**src/sv/u8u16_pkg.sv**
```systemverilog
// Shared types and constants for the UTF-8 to 16-bit code unit decoder.
`default_nettype none

package u8u16_pkg;

  localparam int BYTE_W    = 8;
  localparam int UNIT_W    = 16;
  localparam int PEND_W    = 2;
  localparam int PARTIAL_W = 10;

  localparam logic [BYTE_W-1:0] ASCII_LIMIT = 8'h80;
  localparam logic [BYTE_W-1:0] LEAD2_MASK  = 8'hE0;
  localparam logic [BYTE_W-1:0] LEAD2_CODE  = 8'hC0;
  localparam logic [BYTE_W-1:0] CONT_MASK   = 8'hC0;
  localparam logic [BYTE_W-1:0] CONT_CODE   = 8'h80;

  // Continuation bytes still expected
  localparam logic [PEND_W-1:0] PEND_IDLE = 2'd0;
  localparam logic [PEND_W-1:0] PEND_ONE  = 2'd1;
  localparam logic [PEND_W-1:0] PEND_TWO  = 2'd2;

  typedef struct packed {
    logic [PEND_W-1:0]    pending;
    logic [PARTIAL_W-1:0] partial;
  } dec_state_t;

  typedef struct packed {
    logic              emit;
    logic [UNIT_W-1:0] code_unit;
    logic              is_error;
    logic              end_of_string;
  } dec_result_t;

endpackage

`default_nettype wire

```
**src/sv/u8u16_if.sv**
```systemverilog
// Valid/ready channel interfaces for the decoder's byte input and code unit output.
`default_nettype none

interface u8u16_in_if
  import u8u16_pkg::*;
();
  logic              valid;
  logic              ready;
  logic [BYTE_W-1:0] in_byte;

  modport source (output valid, output in_byte, input ready);
  modport sink   (input valid, input in_byte, output ready);
endinterface

interface u8u16_out_if
  import u8u16_pkg::*;
();
  logic              valid;
  logic              ready;
  logic [UNIT_W-1:0] code_unit;
  logic              is_error;
  logic              end_of_string;

  modport source (output valid, output code_unit, output is_error, output end_of_string,
                  input ready);
  modport sink   (input valid, input code_unit, input is_error, input end_of_string,
                  output ready);
endinterface

`default_nettype wire

```
**src/sv/u8u16_step.sv**
```systemverilog
// One-byte decode step: next sequence state and optional result from current state.
`default_nettype none

module u8u16_step
  import u8u16_pkg::*;
(
  input  dec_state_t        cur,
  input  logic [BYTE_W-1:0] in_byte,
  output dec_state_t        nxt,
  output dec_result_t       res
);

  logic [UNIT_W-1:0] acc;

  assign acc = {cur.partial, in_byte[5:0]};

  always_comb begin
    nxt = cur;
    res = '0;
    if (cur.pending == PEND_IDLE) begin
      if (in_byte < ASCII_LIMIT) begin
        res.emit          = 1'b1;
        res.code_unit     = {{(UNIT_W-BYTE_W){1'b0}}, in_byte};
        res.end_of_string = (in_byte == '0);
      end else if ((in_byte & LEAD2_MASK) == LEAD2_CODE) begin
        nxt.partial = {{(PARTIAL_W-5){1'b0}}, in_byte[4:0]};
        nxt.pending = PEND_ONE;
      end else begin
        // all other non-ASCII bytes (three- and four-byte leads, stray continuations) open a three-byte sequence
        nxt.partial = {{(PARTIAL_W-4){1'b0}}, in_byte[3:0]};
        nxt.pending = PEND_TWO;
      end
    end else if ((in_byte & CONT_MASK) != CONT_CODE) begin
      nxt          = '0;
      res.emit     = 1'b1;
      res.is_error = 1'b1;
    end else if (cur.pending == PEND_ONE) begin
      nxt           = '0;
      res.emit      = 1'b1;
      res.code_unit = acc;
    end else begin
      nxt.partial = acc[PARTIAL_W-1:0];
      nxt.pending = PEND_ONE;
    end
  end

endmodule

`default_nettype wire

```
**src/sv/utf8_to_utf16_decoder_core.sv**
```systemverilog
// UTF-8 byte stream to 16-bit code unit decoder, top level.
//
// byte_in carries one raw UTF-8 byte per transaction; unit_out carries one
// decoded 16-bit code unit with is_error and end_of_string flags.
// ASCII bytes and the zero terminator give one result each; a lead byte and
// every non-final continuation give none; the final continuation gives the
// completed code unit; a malformed continuation gives an error result
// (code unit 0) and drops back to idle, consuming the offending byte.
// Throughput: one byte per cycle while unit_out is not stalled. The decode is a
// single combinational step on the sequence state, and its result is loaded
// into the output register on the clock edge that accepts the byte.
// The output register frees itself in the same cycle it is read, so byte_in
// stays ready while unit_out is taken every cycle. When the receiver stalls
// with a result held, byte_in drops ready until that result is taken.
// Reset (rst, synchronous) empties the output register and returns the
// sequence state to idle with no gathered bits.
`default_nettype none

module utf8_to_utf16_decoder_core
  import u8u16_pkg::*;
(
  input  logic        clk,
  input  logic        rst,
  u8u16_in_if.sink    byte_in,
  u8u16_out_if.source unit_out
);

  dec_state_t  state;
  dec_state_t  state_next;
  dec_result_t step_res;
  logic        in_fire;
  logic        out_valid;
  logic [UNIT_W-1:0] code_unit;
  logic        is_error;
  logic        end_of_string;

  u8u16_step u_step (
    .cur     (state),
    .in_byte (byte_in.in_byte),
    .nxt     (state_next),
    .res     (step_res)
  );

  assign byte_in.ready = !out_valid || unit_out.ready;
  assign in_fire       = byte_in.valid && byte_in.ready;

  always_ff @(posedge clk) begin
    if (rst) begin
      state     <= '0;
      out_valid <= 1'b0;
    end else begin
      if (in_fire) begin
        state <= state_next;
      end
      if (in_fire && step_res.emit) begin
        out_valid <= 1'b1;
      end else if (unit_out.ready) begin
        out_valid <= 1'b0;
      end
    end
  end

  // payload: load with each emitted result
  always_ff @(posedge clk) begin
    if (in_fire && step_res.emit) begin
      code_unit     <= step_res.code_unit;
      is_error      <= step_res.is_error;
      end_of_string <= step_res.end_of_string;
    end
  end

  assign unit_out.valid         = out_valid;
  assign unit_out.code_unit     = code_unit;
  assign unit_out.is_error      = is_error;
  assign unit_out.end_of_string = end_of_string;

  a_pending_range: assert property (@(posedge clk) disable iff (rst)
    state.pending != 2'd3)
    else $error("pending count reached an unused code");

  a_emit_loads: assert property (@(posedge clk) disable iff (rst)
    in_fire && step_res.emit |=> out_valid)
    else $error("emitted result not held in output register");

  a_error_zero: assert property (@(posedge clk) disable iff (rst)
    out_valid && is_error |-> code_unit == '0 && !end_of_string)
    else $error("error result carries a code unit or terminator flag");

  a_eos_zero: assert property (@(posedge clk) disable iff (rst)
    out_valid && end_of_string |-> code_unit == '0)
    else $error("terminator result carries a nonzero code unit");

  a_idle_after_result: assert property (@(posedge clk) disable iff (rst)
    in_fire && step_res.emit |=> state.pending == PEND_IDLE && state.partial == '0)
    else $error("sequence state not idle after a result");

endmodule

`default_nettype wire
```
**src/flat_wrapper.sv**
```systemverilog
// flat-port wrapper written by rule: the top's interface ports become plain ports
module utf8_to_utf16_decoder_core_flat import u8u16_pkg::*;
  (clk, rst, byte_in_valid, byte_in_in_byte, byte_in_ready, unit_out_valid, unit_out_code_unit, unit_out_is_error, unit_out_end_of_string, unit_out_ready);
  u8u16_in_if byte_in_i ();
  u8u16_out_if unit_out_i ();
  input  logic clk;
  input  logic rst;
  input wire logic [$bits(byte_in_i.valid)-1:0] byte_in_valid;
  input wire logic [$bits(byte_in_i.in_byte)-1:0] byte_in_in_byte;
  output wire logic [$bits(byte_in_i.ready)-1:0] byte_in_ready;
  output wire logic [$bits(unit_out_i.valid)-1:0] unit_out_valid;
  output wire logic [$bits(unit_out_i.code_unit)-1:0] unit_out_code_unit;
  output wire logic [$bits(unit_out_i.is_error)-1:0] unit_out_is_error;
  output wire logic [$bits(unit_out_i.end_of_string)-1:0] unit_out_end_of_string;
  input wire logic [$bits(unit_out_i.ready)-1:0] unit_out_ready;
  assign byte_in_i.valid = byte_in_valid;
  assign byte_in_i.in_byte = byte_in_in_byte;
  assign byte_in_ready = byte_in_i.ready;
  assign unit_out_valid = unit_out_i.valid;
  assign unit_out_code_unit = unit_out_i.code_unit;
  assign unit_out_is_error = unit_out_i.is_error;
  assign unit_out_end_of_string = unit_out_i.end_of_string;
  assign unit_out_i.ready = unit_out_ready;
  utf8_to_utf16_decoder_core u_core (.clk(clk), .rst(rst), .byte_in(byte_in_i), .unit_out(unit_out_i));
endmodule
```
**config.mk**
```make
export PLATFORM = sky130hd
export DESIGN_NAME = utf8_to_utf16_decoder_core_flat
export DESIGN_NICKNAME = d
export VERILOG_FILES = /design/src/sv/u8u16_pkg.sv /design/src/sv/u8u16_if.sv /design/src/sv/u8u16_step.sv /design/src/sv/utf8_to_utf16_decoder_core.sv /design/src/flat_wrapper.sv
export SDC_FILE = /design/constraint.sdc
export NUM_CORES = 1
export LEC_CHECK = 0
export BUFFER_PORTS_ARGS = -buffer_cell sky130_fd_sc_hd__buf_2
export CAP_MARGIN = 40
export CORE_MARGIN = 10
export CORE_UTILIZATION = 46
export DETAILED_ROUTE_END_ITERATION = 12
export GPL_TIMING_DRIVEN = 0
export PLACE_DENSITY = 0.76
export SYNTH_ARGS = -nofsm -noshare
export SYNTH_HDL_FRONTEND = slang
export SYNTH_SLANG_ARGS = --single-unit
```
**constraint.sdc**
```tcl
create_clock -name clk -period 1.7 [get_ports clk]
set_clock_uncertainty 0.05 [all_clocks]
set_input_delay 0.255 -clock clk [delete_from_list [all_inputs] [get_ports clk]]
set_output_delay 0.255 -clock clk [all_outputs]
set_load 0.1 [all_outputs]
```
==> impl_summary.md <==
Layout
The repair_antennas step left the layout with diodes totalling 0. Relative to the synthesized area, the layout overhead comes to 24.0%. The share of cells above drive strength 1 is 33.5%. The filler cell count is 243. The post-route cell area is 1590 um^2. At the end of the flow the core is filled with cells to 58.5%. The net count reported at finish is 166.

Power
The largest vdd supply drop is 693 uV. The net switching power figure is 0.545 mW. The clock network is responsible for 31.9% of the overall power. The analysis attributes to cell leakage a power of 0.617 nW. The total power density per cell area is 1100 nW/um^2.

The combinational group share of total power is 19.8%. The switching share of total power is 31.3%. Per report_power, the sequential group accounts for 48.3% of the total. The internal power contribution is 1.20 mW.

STA
After layout, the worst path uses 94.5% of the clock period. For the finished layout, the period the worst path requires is 1.61 ns. The worst hold margin is 0.0739 ns. The final hold violation count was 0. The peak clock frequency supported by timing is 0.622 GHz.

The worst slew margin relative to its limit is 67.3%. Setup repair after global routing left no endpoint under its margin. The slew of the pin with the lowest slew margin is 0.495 ns. The setup-violating endpoint count in the final report is 0.

The total count of max-transition violations in the final report is 0.

Routing
The initial DRC count is 46. In the final routed layout, each cell accounts on average for 15.2 um. The DRC violation count after routing is 0. The detailed-route via count is 1014. In this run the remaining antenna-violating nets after routing total 0.

The first detailed-routing pass took 4 iterations. For this block, the routed nets add up to 2.83 mm of wire. Using the TritonRoute via totals, the vias-per-cell ratio works out to 5.45.

Setup path
In this design, the stage delay of the slowest critical-path cell is 0.47 ns. STA classifies the critical path startpoint as a register. The critical-path maximum fanout is 9.

The path length in cells of the critical path is 3. The endpoint arrival time on the critical path is 1.58 ns. The most critical setup path has its startpoint at u_core.state[10]$_SDFFE_PP0P_. The number of buffers and inverters on the critical path is 0. The path depth of the worst reg2reg path is 3. The worst setup path is captured at a register. The master of the slowest instance on the critical path is dfxtp_1.

The startpoint identified for the worst register-to-register timing path is u_core.state[10]$_SDFFE_PP0P_. Walking the worst path, the cells encountered are nor2_1, o21ai_1, and2_2. The worst endpoint required time is 1.68 ns. On the critical path the largest part of the delay comes from simple AND/OR/NAND/NOR gates. By startpoint and endpoint, the worst setup path is classified as register to register.

Synthesis
Of all cell types, the one taking the most synthesized area is edfxtp_1. The register area share after synthesis is 62.6%. In this run, distinct cell masters in the synthesized netlist total 29. The proportion of synthesized flip-flops having asynchronous set or reset is 0%. Counting instances in the post-synthesis netlist gives the leading cell types as 18 x edfxtp_1, 16 x and2_1, 13 x dfxtp_1. The commonest register cell after synthesis is edfxtp_1. The library cell with the highest instance count after synthesis is edfxtp_1. The fraction of synthesized cell area taken by the top area cell type is 42.3%.

The number of warnings printed during yosys synthesis is 0. Counting flops with a built-in enable in the synthesized netlist gives 18. A synthesized cell averages 11.1 um^2.

The cell count after synthesis is 115. In the post-synthesis netlist, the biggest area contributors are edfxtp_1 42%, dfxtp_1 20%, and2_1 7.8%. The number of nets in the synthesized netlist is 127. The area of the mapped netlist is 1280 um^2. After synthesis the netlist holds a flip-flop and latch count of 31.

Clock network
The TritonCTS clock tree is done. The buffer count from post-CTS setup fixing is 0. After clock tree synthesis, the clock-pin slew on the worst setup and hold paths is 0.09 ns.

The clock sink count is 31. Buffers inserted during clock tree synthesis total 5. CTS placed an instance of clkbuf_4 at the clock tree root. In this run the number of H-tree levels came out at 2. The clock passes through at most 2 buffers. Hold repair after CTS inserted 0 buffers. The worst-skew pair later-pin latency is 0.33 ns.

Placed design
The wire-length estimate of the detail-placed layout is 2.04 mm. During placement, the flow inserted port buffers numbering 31. At the end of routability-driven placement, the weighted congestion stood at 0.805. In this run the cell area measured after placement is 1490 um^2.

Floorplanning
The area inside the core boundary is 2710 um^2. The row count is 19. The die is 72.7 um tall. The initial cell density of the core is 47.2%. The die span in x is 72.7 um. The die covers 5290 um^2. The count of boundary I/O pins is 32.

Hold path
The number of instances on the worst hold path is 2. The class of the tightest hold or removal check is input pin to register. The startpoint identified for the worst hold timing path is rst.

Global route
Across every metal layer, demand over resource in global routing totals 11.4%. The final global-route overflow total is 0. The first global-routing pass estimated 4.80 mm of wire. The initial antenna violation count came to 0. The pin count of the biggest net entering global routing is 19. The via count of the first global-routing pass is 1011.

Run status
The run finished with clean final reports.

Run
The max-cap check violation count is 0.
## worst paths after layout
kind	to	slack [ns]
max	u_core.unit_out.code_unit[12]$_SDFFCE_PP0P_	0.09
min	u_core.state[0]$_SDFFE_PP0P_	0.07
max reg2reg	u_core.unit_out.code_unit[12]$_SDFFCE_PP0P_	0.09
min reg2reg	u_core.state[9]$_SDFFE_PP0P_	0.40
## area by class of cell
type | instances | area [um^2] | share of cell area [%]
plain buffers | 4 | 22.5 | 1.42
clock buffers | 5 | 37.5 | 2.37
clock inverters | 3 | 38.8 | 2.45
inverters | 2 | 11.3 | 0.710
multi-input cells | 79 | 470 | 29.7
flip-flops and latches | 31 | 805 | 50.7
well taps | 31 | 38.8 | 2.45
repair buffers | 31 | 161 | 10.2
## state kept, by name, summed over array words and instances, names as in the netlist
name / count
u_core.unit_out.code_unit: 16
u_core.state: 12
u_core.unit_out.end_of_string: 1
u_core.unit_out.is_error: 1
u_core.unit_out.valid: 1
## per-layer routing
layer	global-route usage, %	part of all wire (%)	vias up
met3	6.26	12	6
met1	13.8	43	475
met5	0	0	-
li1	-	-	487
met4	5.06	1.8	0
met2	16.3	44	46
## metrics by stage
| stage | setup slack, ns | instances | total power, mW | TNS, ns |
|---|---|---|---|---|
| CTS | 0.0128 | 185 | 1.75 | 0 |
| global route | 0.0201 | 186 | 1.82 | 0 |
| floorplan | -0.0540 | 115 | 1.13 | -0.0540 |
| finish | 0.0931 | 186 | 1.74 | 0 |
| detailed placement | 0.00404 | 177 | 1.20 | 0 |
| global placement | 0.0361 | 177 | 1.19 | 0 |
## cell families after synthesis
| logic type | synth area share [%] |
|---|---|
| buffers and inverters | 2.35 |
| and+or+nand+nor | 26.4 |
| DFF | 62.6 |
| muxes | 0.783 |
| AOI/OAI and AO/OA | 7.83 |
## cell usage in the layout (no fill, tap or decap), types with 2 or more instances in the layout
cell type	n
nor2b_1	3
and2_1	15
nor2_1	6
a21oi_1	12
nor4_1	2
buf_4	2
clkbuf_4	5
nand3_1	4
nand4_1	5
buf_2	30
dfxtp_1	12
nand2_1	12
edfxtp_1	18
## power by group through the flow
stage               Clock [mW]  Sequential, mW  Combinational (mW)
global placement             0           0.857               0.334
floorplan                    0            1.04              0.0913
global route             0.612           0.845               0.365
finish                   0.556           0.841               0.345
CTS                      0.568           0.841               0.341
detailed placement           0           0.859               0.339
## repair_timing
item | in CTS | in global routing
pin swaps | 0 | 1
endpoints found under the setup margin | 18 | 19
hold endpoints to repair | 0 | 0
cloned | 0 | 1
gates resized for setup | 1 | 4
(Power assumes the default switching activity.)
